[src/rtl/ita_pkg.sv]
// ----------------------------------------------------------------------------
// ita_pkg
// Shared types, command codes and character constants for the integer to
// ASCII formatter.
// ----------------------------------------------------------------------------
package ita_pkg;

  localparam int unsigned VALUE_W = 32;

  // command codes
  localparam logic [1:0] CMD_UNSIGNED = 2'd0;
  localparam logic [1:0] CMD_SIGNED   = 2'd1;
  localparam logic [1:0] CMD_HEX      = 2'd2;
  localparam logic [1:0] CMD_RESERVED = 2'd3;

  // ASCII
  localparam logic [7:0] ASCII_ZERO  = 8'h30;
  localparam logic [7:0] ASCII_X     = 8'h78;
  localparam logic [7:0] ASCII_MINUS = 8'h2D;
  localparam logic [7:0] ASCII_UC_A  = 8'h41;

  // n / 10 == (n * RECIP_DIV10) >> DIV10_SHIFT for every 32-bit n
  localparam logic [VALUE_W-1:0] RECIP_DIV10 = 32'hCCCC_CCCD;
  localparam int unsigned        DIV10_SHIFT = 35;

  // hex text: "0x" plus eight nibbles
  localparam logic [3:0] HEX_CHARS_M1 = 4'd9;
  localparam logic [3:0] HEX_PREFIX0  = 4'd9;
  localparam logic [3:0] HEX_PREFIX1  = 4'd8;

  localparam int unsigned JOBQ_DEPTH = 2;

  typedef enum logic {
    KIND_DEC,
    KIND_HEX
  } job_kind_t;

  typedef struct packed {
    job_kind_t          kind;
    logic               neg;
    logic [VALUE_W-1:0] mag;
  } job_t;

  function automatic logic [7:0] hex_glyph(input logic [3:0] nib);
    logic [7:0] ch;
    if (nib < 4'd10) begin
      ch = ASCII_ZERO + {4'd0, nib};
    end else begin
      ch = ASCII_UC_A + {4'd0, nib - 4'd10};
    end
    return ch;
  endfunction

endpackage

[src/rtl/ita_jobq.sv]
// ----------------------------------------------------------------------------
// ita_jobq
// Two-entry job queue between the front end and the back end.
// ----------------------------------------------------------------------------
module ita_jobq (
  input  logic          clk,
  input  logic          rst,
  input  logic          wr_en,
  input  ita_pkg::job_t wr_job,
  input  logic          rd_en,
  output ita_pkg::job_t rd_job,
  output logic          full,
  output logic          empty
);
  import ita_pkg::*;

  localparam int unsigned PTR_W = $clog2(JOBQ_DEPTH);
  localparam int unsigned CNT_W = $clog2(JOBQ_DEPTH + 1);

  job_t             entries [JOBQ_DEPTH];
  logic [PTR_W-1:0] wr_ptr;
  logic [PTR_W-1:0] rd_ptr;
  logic [CNT_W-1:0] count;

  assign full   = (count == CNT_W'(JOBQ_DEPTH));
  assign empty  = (count == '0);
  assign rd_job = entries[rd_ptr];

  always_ff @(posedge clk) begin
    if (wr_en) begin
      entries[wr_ptr] <= wr_job;
    end
  end

  always_ff @(posedge clk) begin
    if (rst) begin
      wr_ptr <= '0;
      rd_ptr <= '0;
      count  <= '0;
    end else begin
      if (wr_en) begin
        wr_ptr <= wr_ptr + PTR_W'(1);
      end
      if (rd_en) begin
        rd_ptr <= rd_ptr + PTR_W'(1);
      end
      priority if (wr_en && !rd_en) begin
        count <= count + CNT_W'(1);
      end else if (rd_en && !wr_en) begin
        count <= count - CNT_W'(1);
      end
    end
  end

endmodule

[config.mk]
export PLATFORM = sky130hd
export DESIGN_NAME = ita_jobq
export DESIGN_NICKNAME = d
export VERILOG_FILES = /design/src/rtl/ita_pkg.sv /design/src/rtl/ita_jobq.sv
export SDC_FILE = /design/constraint.sdc
export NUM_CORES = 1
export LEC_CHECK = 0
export BUFFER_PORTS_ARGS = -buffer_cell sky130_fd_sc_hd__buf_2
export CAP_MARGIN = 20
export CORE_MARGIN = 2
export CORE_UTILIZATION = 45
export DETAILED_ROUTE_END_ITERATION = 7
export HOLD_SLACK_MARGIN = 0.03
export PLACE_DENSITY = 0.69
export SYNTH_ARGS = -nofsm -noshare
export SYNTH_HDL_FRONTEND = slang
export SYNTH_SLANG_ARGS = --single-unit
[constraint.sdc]
create_clock -name clk -period 4 [get_ports clk]
set_clock_uncertainty 0.2 [all_clocks]
set_input_delay 0.4 -clock clk [delete_from_list [all_inputs] [get_ports clk]]
set_output_delay 0.4 -clock clk [all_outputs]
set_load 0.03 [all_outputs]
==> flow_summary.yaml <==
worst_setup_path:
  required_ns: 3.40
  rrSetupSlack_ns: 2.27
  worstSetupEndpointType: "output pin"
  rr_worst_depth: 1
  reg2reg_from: "wr_ptr$_SDFFE_PP0P_"
  worstSetupPathType: "reg2out"
  worstPathArrival_ns: 1.61
  r2r-end: "entries[0][6]$_DFFE_PP_"
  setup.worst_path.start_class: "register"
  path_max_fanout: 34
drt:
  antenna_left: 0
  dr.pass1.iters: 4
  drc_errors: 0
  wire_per_inst_um: 14.5
  wirelength_um: 4210
  drt_iter0_markers: 74
  drt-vias-per-instance: 4.72
  dr_total_vias: 1370
pwr:
  p_switching_uw: 405
  worst_ir_drop_vdd_uv: 242
  p_int_mw: 1.20
  power_mw: 1.60
  sw_frac_of_total_pct: 25.3
  leakagePower_nw: 1.24
  powerDensity_mw_per_mm2: 490
  clockPowerShare_pct: 28.2
  p_seq_share_pct: 56.3
  pwr-share-comb_pct: 15.5
logic_synthesis:
  netlist_instances: 128
  synth_top_area_cell: "edfxtp_1"
  ys_seq_area_share_pct: 80.5
  synth-xor-area-share_pct: 1.32
  synth_top_family_by_area: "multiplexers"
  ys_seq_elements: 73
  synth_cell_type_count: 16
  synth.net_count: 167
  synth.avg_cell_area_sq_um: 20.8
  synth_area_sq_mm: 0.00266
  yosys.area_share.simple_pct: 1.74
  synth_compound_area_share_pct: 0.376
  synth-adder-area-share_pct: 0.470
  synthMuxAreaShare_pct: 14.4
  synth_top_area_share_pct: 76.8
  synth_warnings: 0
  netlist_top_cells_area: "edfxtp_1 (77%), mux2_2 (14%), dfxtp_1 (3.8%), buf_4 (0.85%), nor2_1 (0.71%)"
floorplan:
  dieArea_sq_mm: 0.00654
  die_width_um: 80.9
  die_h_um: 80.9
  initial_core_util_pct: 45.7
  ios: 74
  design.core.area_sq_mm: 0.00582
  rows: 28
sta:
  whs_ns: 0.0561
  post-route-period-util_pct: 55.3
  setup_violations: 0
  slew_viol_final: 0
  relSlewSlack_pct: 35.8
  fmax_mhz: 452
  setup_tns_ns: 0
  rsz0062_at_grt: "no"
  tightest_slew_ns: 0.961
  finalHoldViolCount: 0
  period_needed_ns: 2.21
placed_design:
  gp_congestion: 0.676
  port_buffers: 73
  place_hpwl_um: 2690
global_routing:
  top_usage_layer: "met2"
  use_met2_pct: 21.5
  groute.usage.overall_pct: 13.2
  grt_pass1_wl_um: 6100
  grt_use_met1_pct: 15.4
  grt.overflow.total: 0
  grt_start_max_net_pins: 35
  gr-usage-met3_pct: 3.33
  grt_pass1_vias: 1343
  antenna_found_initial: 0
flow_run:
  cap_violations: 0
clock_tree:
  cts_made_buffers: 9
  path_clk_slew_ns: 0.07
  postCtsSetupBuffers: 0
  root_buffer: "clkbuf_8"
  cts.sinks: 73
  cts_hold_buf: 0
  htreeDepth: 3
  cts_tree: "yes"
  cts-resized-gates: 0
  worst_skew_pair.late_latency_ns: 0.33
  cts_buffer_depth: 2
hold_path:
  hold_path_class: "in2reg"
  min_to: "entries[0][31]$_DFFE_PP_"
  worstHoldStart: "wr_job[31]"
  whs_path_depth: 1
finish:
  area_delta_synth_final_pct: 22.9
  num-nets-final: 249
  antennaDiodeCount: 0
  final_layout_size_suffix_gt1_share_pct: 57.2
  nFillCells: 496
outcome:
  run_status: "finished clean"
stage by stage:
stage	std cells	util (%)	area (sq um)	setup WS, ns
after floorplan	128	-	2660	1.44
after global placement	274	53.5	3110	2.05
after detailed placement	274	53.5	3110	2.04
after CTS	290	56.2	3270	1.75
after global routing	290	56.2	3270	1.70
final	290	56.2	3270	1.79
state kept, by name (all words and copies together), names as in the netlist, named ones only:
name	count
wr_ptr	1
count	2
entries	68
rd_ptr	1
routing by layer:
layer	wire (um)	up-vias	share of wire, %
met5	0	-	0
met3	223	8	5.3
met2	2180	34	52
met4	98	0	2.3
li1	-	658	-
met1	1710	670	41
cells in the mapped netlist, drive strengths merged:
cell	number
ha	1
xor2	2
xnor2	2
or3	1
nor2b	1
dfxtp	5
buf	4
o21ai	1
and2	1
nor2	5
mux2	34
inv	1
edfxtp	68
and2b	1
a21oi	1
power by group through the flow:
stage | clock [mW] | sequential [mW] | combinational [mW]
after floorplan | 0 | 0.916 | 0.177
after global placement | 0 | 0.917 | 0.250
after detailed placement | 0 | 0.919 | 0.251
after CTS | 0.467 | 0.903 | 0.252
after global routing | 0.501 | 0.907 | 0.265
final | 0.451 | 0.902 | 0.248
logic make-up (layout without fill, tap and decap cells):
group	count (synthesis)	in the layout
buffers and inverters	5	92
muxes	34	34
DFF	73	73
AOI/OAI and AO/OA	2	2
adders and majority gates	1	1
xor gates and xnor gates	4	4
and+or+nand+nor	9	9
worst max-delay path by stage:
stage / endpoint
2_1_floorplan: entries[0][0]$_DFFE_PP_
3_3_place_gp: entries[0][10]$_DFFE_PP_
3_5_place_dp: entries[0][12]$_DFFE_PP_
4_1_cts: rd_job[13]
5_1_grt: rd_job[13]
6_report: rd_job[0]
layout by cell type, fill, tap and decap left out:
| master | synthesis | routed |
|---|---|---|
| buf_2 | 1 | 73 |
| xnor2_1 | 2 | 2 |
| and2_1 | 1 | 1 |
| dfxtp_1 | 5 | 5 |
| a21oi_1 | 1 | 1 |
| xor2_1 | 2 | 2 |
| inv_1 | 1 | 1 |
| clkinv_2 | 0 | 3 |
| o21ai_0 | 1 | 1 |
| nor2b_4 | 0 | 1 |
| ha_1 | 1 | 1 |
| or3_1 | 1 | 1 |
| clkbuf_1 | 0 | 2 |
| mux2_2 | 34 | 34 |
| clkinv_1 | 0 | 2 |
| edfxtp_1 | 68 | 68 |
| buf_4 | 3 | 2 |
| and2b_2 | 1 | 1 |
| nor2_1 | 5 | 5 |
| clkbuf_8 | 0 | 9 |
critical path, stage by stage, from the launching register on:
cell,delay (ns)
dfxtp_1,0.31
buf_4,0.39
mux2_2,0.40
buf_2,0.18
cell type report:
cell class | instances | area [sq um] | share of cell area (%)
clock buffer | 11 | 131 | 4.02
tap | 75 | 93.8 | 2.87
timing repair buffer | 75 | 380 | 11.6
inverter | 1 | 3.75 | 0.115
sequential | 73 | 2140 | 65.5
multi-input combinational | 50 | 494 | 15.1
clock inverter | 5 | 22.5 | 0.689
(Power assumes the default switching activity.)
