===== src/rtl/ita_pkg.sv =====
// ----------------------------------------------------------------------------
// ita_pkg
// Shared types, command codes and character constants for the integer to
// ASCII formatter.
// ----------------------------------------------------------------------------
package ita_pkg;

  localparam int unsigned VALUE_W = 32;

  // command codes
  localparam logic [1:0] CMD_UNSIGNED = 2'd0;
  localparam logic [1:0] CMD_SIGNED   = 2'd1;
  localparam logic [1:0] CMD_HEX      = 2'd2;
  localparam logic [1:0] CMD_RESERVED = 2'd3;

  // ASCII
  localparam logic [7:0] ASCII_ZERO  = 8'h30;
  localparam logic [7:0] ASCII_X     = 8'h78;
  localparam logic [7:0] ASCII_MINUS = 8'h2D;
  localparam logic [7:0] ASCII_UC_A  = 8'h41;

  // n / 10 == (n * RECIP_DIV10) >> DIV10_SHIFT for every 32-bit n
  localparam logic [VALUE_W-1:0] RECIP_DIV10 = 32'hCCCC_CCCD;
  localparam int unsigned        DIV10_SHIFT = 35;

  // hex text: "0x" plus eight nibbles
  localparam logic [3:0] HEX_CHARS_M1 = 4'd9;
  localparam logic [3:0] HEX_PREFIX0  = 4'd9;
  localparam logic [3:0] HEX_PREFIX1  = 4'd8;

  localparam int unsigned JOBQ_DEPTH = 2;

  typedef enum logic {
    KIND_DEC,
    KIND_HEX
  } job_kind_t;

  typedef struct packed {
    job_kind_t          kind;
    logic               neg;
    logic [VALUE_W-1:0] mag;
  } job_t;

  function automatic logic [7:0] hex_glyph(input logic [3:0] nib);
    logic [7:0] ch;
    if (nib < 4'd10) begin
      ch = ASCII_ZERO + {4'd0, nib};
    end else begin
      ch = ASCII_UC_A + {4'd0, nib - 4'd10};
    end
    return ch;
  endfunction

endpackage


===== src/rtl/ita_front.sv =====
// ----------------------------------------------------------------------------
// ita_front
// Accepts requests, decodes the command and forms the job for the back end:
// kind, sign and magnitude. Requests with the reserved command are dropped.
// ----------------------------------------------------------------------------
module ita_front (
  input  logic                   push,
  input  logic                   full,
  input  logic [1:0]             cmd,
  input  logic [ita_pkg::VALUE_W-1:0] value,
  output logic                   wr_en,
  output ita_pkg::job_t          job
);
  import ita_pkg::*;

  logic take;

  assign take = push & ~full;

  always_comb begin
    job.kind = KIND_DEC;
    job.neg  = 1'b0;
    job.mag  = value;
    wr_en    = 1'b0;
    unique case (cmd)
      CMD_UNSIGNED: begin
        wr_en = take;
      end
      CMD_SIGNED: begin
        wr_en   = take;
        job.neg = value[VALUE_W-1];
        // magnitude in unsigned arithmetic, exact for the most negative value
        if (value[VALUE_W-1]) begin
          job.mag = ~value + VALUE_W'(1);
        end
      end
      CMD_HEX: begin
        wr_en    = take;
        job.kind = KIND_HEX;
      end
      CMD_RESERVED: begin
        wr_en = 1'b0;
      end
      default: begin
        wr_en = 1'b0;
      end
    endcase
  end

endmodule


===== config.mk =====
export PLATFORM = sky130hd
export DESIGN_NAME = ita_front
export DESIGN_NICKNAME = d
export VERILOG_FILES = /design/src/rtl/ita_pkg.sv /design/src/rtl/ita_front.sv
export SDC_FILE = /design/constraint.sdc
export NUM_CORES = 1
export LEC_CHECK = 0
export CAP_MARGIN = 40
export CORE_ASPECT_RATIO = 0.7
export CORE_UTILIZATION = 37
export DETAILED_ROUTE_END_ITERATION = 10
export DONT_BUFFER_PORTS = 1
export SLEW_MARGIN = 20
export SYNTH_ARGS = -nofsm -noshare
export SYNTH_HDL_FRONTEND = slang
export SYNTH_SLANG_ARGS = --single-unit
export TNS_END_PERCENT = 50

===== constraint.sdc =====
create_clock -name vclk -period 3.7
set_input_delay 0.185 -clock vclk [all_inputs]
set_output_delay 0.185 -clock vclk [all_outputs]
set_load 0.1 [all_outputs]

==> impl_results.md, run 1 <==
* Width of the die at between 50 and 60 um
* Post-synth net total at 147
* Grt ovf at 0
* Cts hold-fix bufs at 0
* Vias per cell at around 5.7
* Unrepaired setup endpoints after global routing: false
* Highest fanout seen on the critical path at 18
* Area occupied by multi-input gates at approximately 950 um2
* Mapped Avg Cell Area at 6.89 um2
* Starting density of the core at 0.402
* Synth top area share at 0.162
* Worst path most repeated cell: buf_4
* Final hold vios at 0
* Synthesis Warnings at 0
* Post-placement cell area at ~1300 um2
* WL final at roughly 2.5 mm
* Starting DRT DRC Count at 16
* Vias in the first global route at between 800 and 900
* Critical path launch point type: input port
* Fin Setup TNS at 0 ns
* # diodes at 0
* Period utilisation layout at 0.666
* # placed instances at approximately 160
* CP max-delay cell: buf_4
* PostCTS Resize Cnt at 0
* Status: finished, final reports clean
* Fillers at ~170
* Fin cells at 162
* Netlist cell types at 35
* Die area at 2240 um2
* Setup Crit Path Kind: input port to primary output
* Share of cells above drive strength 1 at 0.529
* Layout Utilization at 0.677
* Top Ports at slightly above 70
* PD cells at between 200 and 300 nW/um2
* Worst slew margin at 0.490
* First-pass GRT wire length at between 3 and 4 mm
* FF+latch count at 0
* Lkg Pwr at 0.545 nW
* Antenna violations before repair at 0
* Crit path required time at about 3.5 ns
* Post-DP HPWL at 2.15 mm
* Post-Syn Area at 758 um2
* Worst EP arrival at 2.28 ns
* Number of port buffers at 0
* P&R area growth vs syn at 68.5%
* Vias at about 930
* Routed Antenna Nets at 0
* Post-Synthesis Cells at between 100 and 150
* Post-synthesis sequential area ratio at 0
* Post-route cell area at 1280 um2
* Critical-path cell list: nor2b_1 -> nand2_1 -> inv_1 -> buf_4 -> o21ai_0 -> xnor2_2 -> buf_4
* Postcts setup bufs at 0
* Crit end category: primary output
* Maxcap violations at 0
* Remaining DRCs at 0
* GR Util All Layers at 0.210
* Buf/Inv on CP at 3
* Row cnt at 13
* Max frequency at just over 400 MHz
* Min Clock Period, post-route at ~2.5 ns
* Hold Path Class: input port to primary output
* Maximum VDD drop at around 220 uV
* CP max stage delay at approximately 0.4 ns
* Clock buffers at 0
* Delay-heaviest family, CP: buffers and inverters
* Routed WL per cell at ~15 um
* Synth top area cells: xnor2_1 (16%), xor2_1 (16%), a31oi_1 (5.8%)
* # setup viols final at 0
* DR pass1 iterations at 4
* Largest net degree at the start of global routing at 19
* Worst slew pin tran at approximately 0.76 ns
* GPL Wtd Cong at 0.842
* Post-synth top cells: xnor2_1 (14), xor2_1 (14), a31oi_1 (7), nor2_1 (7)
* Reg area at 0 um2
* Post-synth top area cell: xnor2_1
* Final Max Tran Viols at 0
* Power Total at between 0.3 and 0.4 mW
* Core area at 1890 um2
* Nets@finish at approximately 180
* Die height at 39.9 um
[power breakdown]
part | total (mW) | internal (mW) | switching (mW)
registers | 0 | 0 | 0
logic | 0.358 | 0.0795 | 0.278
clock network | 0 | 0 | 0
[metrics by stage]
step           hold slack (ns)  setup slack [ns]
2_1_floorplan            0.582           -0.0653
3_3_place_gp             0.371              1.32
3_5_place_dp             0.371              1.25
4_1_cts                  0.371              1.25
5_1_grt                  0.373              1.09
6_report                 0.370              1.24
[area by class of cell]
type | count | share of cell area
multi-input combinational | 99 | 0.743
timing repair buffer | 35 | 0.217
tap | 22 | 0.0215
inverter | 6 | 0.0176
[cells in the final DEF (no fill, tap or decap), drive strengths merged, types with 2 or more instances in the layout]
cell type and count:
xor2 14, o21ai 4, nand2 5, nor2 7, xnor2 14, nor4 5
and3 2, nand4 3, o31ai 5, nor2b 2, a41oi 3, or4 3
or3 2, a31oi 7, nor3 7, buf 35, a21oi 4, o41ai 3
inv 6
[final timing paths]
| kind | slack [ns] | startpoint | cells past startpoint | endpoint |
|---|---|---|---|---|
| max | 1.24 | cmd[0] | 7 | job[8] |
| min | 0.37 | value[0] | 0 | job[0] |
[logic make-up after synthesis]
family          synth area share
compound gates             0.287
xor+xnor                   0.323
fa+ha+maj                 0.0165
buf+inv                   0.0627
simple gates               0.310
[layer usage]
metal | part of all wire | global-route usage
met5 | 0 | 0
met3 | 0.077 | 0.0462
met4 | 0 | 0.0183
met1 | 0.41 | 0.259
met2 | 0.51 | 0.399
Power figures use the tool's default switching activity.
==> run 2, diff against run 1 <==
==> constraint.sdc (replaced) <==
create_clock -name vclk -period 2.4
set_input_delay 0.12 -clock vclk [all_inputs]
set_output_delay 0.12 -clock vclk [all_outputs]
set_load 0.1 [all_outputs]
==> run 2 against run 1 <==
Compared with the run above:
- die area stayed put
- routed wire length is 29% higher
- core utilization is 21 points higher
- critical endpoint is now job[16]
- highest routed layer is now met4
- first-iteration DRC count is 81% higher
- clock-buffer cell count stayed put
==> impl_results.md, run 2 (synthesis results as in run 1) <==
* P&R area growth vs syn at 121%
* Maxcap violations at 0 (unchanged)
* GR Util met1 at 0.318 (+0.0588)
* Status: finished, final reports clean
* Worst path depth at 7 (unchanged)
* CP max-delay cell: or3b_2
* Vias in the first global route at 1,034 (+23%)
* CP startpoint: value[1]
* Worst slew margin at 0.607 (+0.117)
* # placed instances at 166 (+2.5%)
* Post-placement cell area at 1680 um2 (+31%)
* Critical path launch point type: input port
* Met2 Track Usage GR at 0.551 (+0.152)
* Reg area at 0 um2 (unchanged)
* CP max stage delay at 0.51 ns (+0.10 ns)
* Final hold vios at 0 (unchanged)
* Worst slew pin tran at 0.586 ns (-0.172 ns)
* Share of cells above drive strength 1 at 0.542 (+0.0131)
* Unrepaired setup endpoints after global routing: false
* Die height at 39.9 um (unchanged)
* Most Crowded Layer GR: met2
* Layout Utilization at 0.890 (+0.213)
* Remaining DRCs at 0 (unchanged)
* Period utilisation layout at 0.953
* Post-route cell area at 1680 um2 (+31%)
* Postcts setup bufs at 0 (unchanged)
* Crit end category: primary output
* Width of the die at 56.1 um (unchanged)
* Grt ovf at 0 (unchanged)
* Comb power frac at 1.000 (about the same)
* Internal cell power at 0.236 mW (+200%)
* Fin cells at 166 (+2.5%)
* Switching share of power at 0.660 (-0.118)
* Hold Path Class: input port to primary output
* Die area at 2240 um2 (unchanged)
* Buf/Inv on CP at 2 (-1)
* Row cnt at 13 (unchanged)
* Vias per cell at 6.45 (+13%)
* Psw at 0.458 mW (+65%)
* Worst Setup EP: job[16]
* PostCTS Resize Cnt at 0 (unchanged)
* Worst EP arrival at 2.17 ns (-0.11 ns)
* Top Ports at 71 (unchanged)
* Post-DP HPWL at 2.80 mm (+30%)
* Lkg Pwr at 0.699 nW (+28%)
* WL final at 3.21 mm (+29%)
* Starting DRT DRC Count at 29 (+13)
* Number of port buffers at 0 (unchanged)
* PD cells at 413 nW/um2 (+48%)
* Clock buffers at 0 (unchanged)
* GR Layer Usage met3 at 0.0792 (+0.0330)
* Reg power frac at 0 (unchanged)
* FF+latch count at 0 (unchanged)
* DR pass1 iterations at 4 (unchanged)
* Max frequency at 437 MHz
* Vias at 1,070 (+15%)
* Most frequent cells in the layout: buf_12 (30), xnor2_2 (14), xor2_2 (13)
* GPL Wtd Cong at 0.793 (-5.8%)
* Routed Antenna Nets at 0 (unchanged)
* Antenna violations before repair at 0 (unchanged)
* # diodes at 0 (unchanged)
* Most common cell after layout, fill and taps aside: buf_12
* Routed WL per cell at 19.4 um (+26%)
* GR Util All Layers at 0.286 (+0.0764)
* Core area at 1890 um2 (unchanged)
* Cts hold-fix bufs at 0 (unchanged)
* # setup viols final at 0 (unchanged)
* Setup Crit Path Kind: input port to primary output
* Nets@finish at 183 (+2.2%)
* Critical-path cell list: inv_1 -> ha_1 -> or3b_2 -> or3_1 -> o31ai_1 -> xnor2_2 -> buf_12
* Highest fanout seen on the critical path at 7 (-11)
* Starting density of the core at 0.402 (unchanged)
* Largest net degree at the start of global routing at 18 (-1)
* Final Max Tran Viols at 0 (unchanged)
* Crit path required time at 2.28 ns (-1.23 ns)
* Power share of the clock group at 0 (unchanged)
* Delay-heaviest family, CP: simple AND/OR/NAND/NOR gates
* Maximum VDD drop at 391 uV (+79%)
* Min Clock Period, post-route at approximately 2.3 ns
* Power Total at 0.694 mW (+94%)
* First-pass GRT wire length at 4.88 mm (+32%)
## run 2: through the flow
| stage | setup slack, ns | setup TNS, ns | hold WS, ns |
|---|---|---|---|
| 3_3_place_gp | 0.231 | 0 | 0.241 |
| 5_1_grt | 0.00584 | 0 | 0.241 |
| 6_report | 0.114 | 0 | 0.241 |
| 4_1_cts | 0.135 | 0 | 0.241 |
| 3_5_place_dp | 0.130 | 0 | 0.241 |
| 2_1_floorplan | -0.489 | -5.43 | 0.446 |
## run 2: area by class of cell
type / count / area, um2
fill: 88 / 208
tap: 22 / 27.5
multi-input combinational: 99 / 961
timing repair buffer: 39 / 668
inverter: 6 / 22.5
## run 2: worst min path at each step
stage | start | endpoint | slack [ns] | cells past startpoint
CTS | value[0] | job[0] | 0.24 | 0
floorplan | value[24] | job[24] | 0.45 | 1
global route | value[0] | job[0] | 0.24 | 0
global placement | value[0] | job[0] | 0.24 | 0
finish | value[0] | job[0] | 0.24 | 0
detailed placement | value[0] | job[0] | 0.24 | 0
## run 2: metal layers
layer / wire length [um] / vias up
met5: 0 / -
met4: 85 / 0
met3: 376 / 8
met2: 1630 / 74
met1: 1120 / 515
li1: - / 473
## run 2: power by group through the flow
| stage | combinational [mW] | sequential (mW) | clock [mW] |
|---|---|---|---|
| 3_3_place_gp | 0.688 | 0 | 0 |
| 4_1_cts | 0.697 | 0 | 0 |
| 3_5_place_dp | 0.696 | 0 | 0 |
| 2_1_floorplan | 0.458 | 0 | 0 |
| 6_report | 0.694 | 0 | 0 |
| 5_1_grt | 0.708 | 0 | 0 |
==> run 3, diff against run 2 <==
==> constraint.sdc (replaced) <==
create_clock -name vclk -period 2.3
set_input_delay 0.115 -clock vclk [all_inputs]
set_output_delay 0.115 -clock vclk [all_outputs]
set_load 0.1 [all_outputs]
==> run 3 against run 2 <==
Compared with the run above:
- via count up 1.7%
- clock-buffer cell count unchanged
- sequential cell count unchanged
- core utilization increased by 3.4 points
- global-route usage decreased by 0.095 points
- largest cell class unchanged
- final cell count fell by 0.60%
- routed wire length rose by 2.1%
- first-iteration DRC count increased by 66%
- worst setup slack improved by 0.038 ns
- non-clock buffer count fell by 1
- power increased by 5.8%
==> impl_results.md, run 3 (synthesis results as in run 1) <==
* Status: finished, final reports clean
* Critical-path cell list: inv_1 -> ha_1 -> or3b_2 -> or3_4 -> o31ai_1 -> xnor2_2 -> buf_12
* Crit path required time at 2.18 ns (-0.10 ns)
* DR pass1 iterations at 4 (unchanged)
* Delay-heaviest family, CP: simple AND/OR/NAND/NOR gates
* FF+latch count at 0 (unchanged)
* Setup Crit Path Kind: input port to primary output
* Routed WL per cell at 19.9 um (+2.7%)
* Nets@finish at 182 (-0.55%)
* Final Max Tran Viols at 0 (unchanged)
* P&R area growth vs syn at 130%
* Core area at 1890 um2 (unchanged)
* WL final at 3.28 mm (+2.1%)
* Die height at 39.9 um (unchanged)
* Routed Antenna Nets at 0 (unchanged)
* Worst EP arrival at 2.03 ns (-0.14 ns)
* Grt ovf at 0 (unchanged)
* PD cells at 421 nW/um2 (+1.9%)
* First-pass GRT wire length at 4.82 mm (-1.3%)
* CP max-delay cell: or3b_2
* Starting density of the core at 0.402 (unchanged)
* Starting DRT DRC Count at 48 (+66%)
* Antenna violations before repair at 0 (unchanged)
* Crit end category: primary output
* Worst slew pin tran at 0.628 ns (+0.0419 ns)
* GR Util All Layers at 0.285 (-0.000954)
* Power Total at 0.735 mW (+5.8%)
* Critical path launch point type: input port
* GPL Wtd Cong at 0.766 (-3.4%)
* # diodes at 0 (unchanged)
* Hold Path Class: input port to primary output
* Reg area at 0 um2 (unchanged)
* Period utilisation layout at 0.934
* Most common cell after layout, fill and taps aside: buf_12
* Maxcap violations at 0 (unchanged)
* Top Ports at 71 (unchanged)
* Highest fanout seen on the critical path at 7 (unchanged)
* # setup viols final at 0 (unchanged)
* Worst slew margin at 0.578 (-0.0296)
* Min Clock Period, post-route at about 2.1 ns
* Post-DP HPWL at 2.81 mm (+0.51%)
* Clock buffers at 0 (unchanged)
* Unrepaired setup endpoints after global routing: false
* CP max stage delay at 0.51 ns (about the same)
* Vias at 1,088 (+1.7%)
* Fillers at 69 (-22%)
* Row cnt at 13 (unchanged)
* Vias in the first global route at 1,049 (+1.5%)
* Remaining DRCs at 0 (unchanged)
* Post-route cell area at 1740 um2 (+3.9%)
* Max frequency at between 400 and 500 MHz
* Vias per cell at 6.59 (+2.3%)
* Crit path setup slack, layout at 0.152 ns (+0.0380 ns)
* Largest net degree at the start of global routing at 19 (+1)
* Number of port buffers at 0 (unchanged)
* Maximum VDD drop at 400 uV (+2.2%)
* Buf/Inv on CP at 2 (unchanged)
* Layout Utilization at 0.924 (+0.0345)
* Fin Setup TNS at 0 ns (unchanged)
* Postcts setup bufs at 0 (unchanged)
* Lkg Pwr at 0.707 nW (+1.1%)
* Place WS at 0.0503 ns (-0.0793 ns)
* Most frequent cells in the layout: buf_12 (30), xnor2_2 (12), xor2_2 (10)
* Post-placement cell area at 1740 um2 (+3.6%)
* Share of cells above drive strength 1 at 0.545 (+0.00379)
* Width of the die at 56.1 um (unchanged)
* Final hold vios at 0 (unchanged)
* Die area at 2240 um2 (unchanged)
[run 3: cell types whose count changed in the layout (fill, tap and decap cells not counted)]
cell	change
xor2_2	-3
xor2_4	+3
xnor2_2	-2
xnor2_4	+2
buf_4	-1
o221ai_2	-1
o221ai_4	+1
or3_1	-1
or3_4	+1
[run 3: metrics by stage]
step	hold slack (ns)	std cells
2_1_floorplan	0.436	110
3_3_place_gp	0.231	165
3_5_place_dp	0.231	165
4_1_cts	0.231	165
5_1_grt	0.230	165
6_report	0.230	165
[run 3: worst paths after layout]
check,cells after the start,end,startpoint
setup / recovery,7,job[16],value[1]
hold / removal,0,job[0],value[0]
[run 3: per-layer routing]
metal  wire (um)  global-route usage  up-vias
met5           0                   0        -
met4          62               0.110        0
met3         353              0.0594       12
met2        1760               0.565       87
met1        1100               0.311      518
li1            -                   -      471
[run 3: final cells by class]
cell class	instances	area, um2	area share
timing repair buffer	38	661	0.379
multi-input combinational	99	1030	0.593
tap	22	27.5	0.0158
inverter	6	22.5	0.0129
[run 3: timing repair]
action | 4_1_cts | 5_1_grt
setup endpoints to repair | 0 | 2
hold buffers | 0 | 0
resized for setup | 0 | 1
[run 3: power breakdown]
group	internal (mW)	total, mW	switching (mW)
clock	0	0	0
sequential	0	0	0
combinational	0.253	0.735	0.482
total	0.253	0.735	0.482
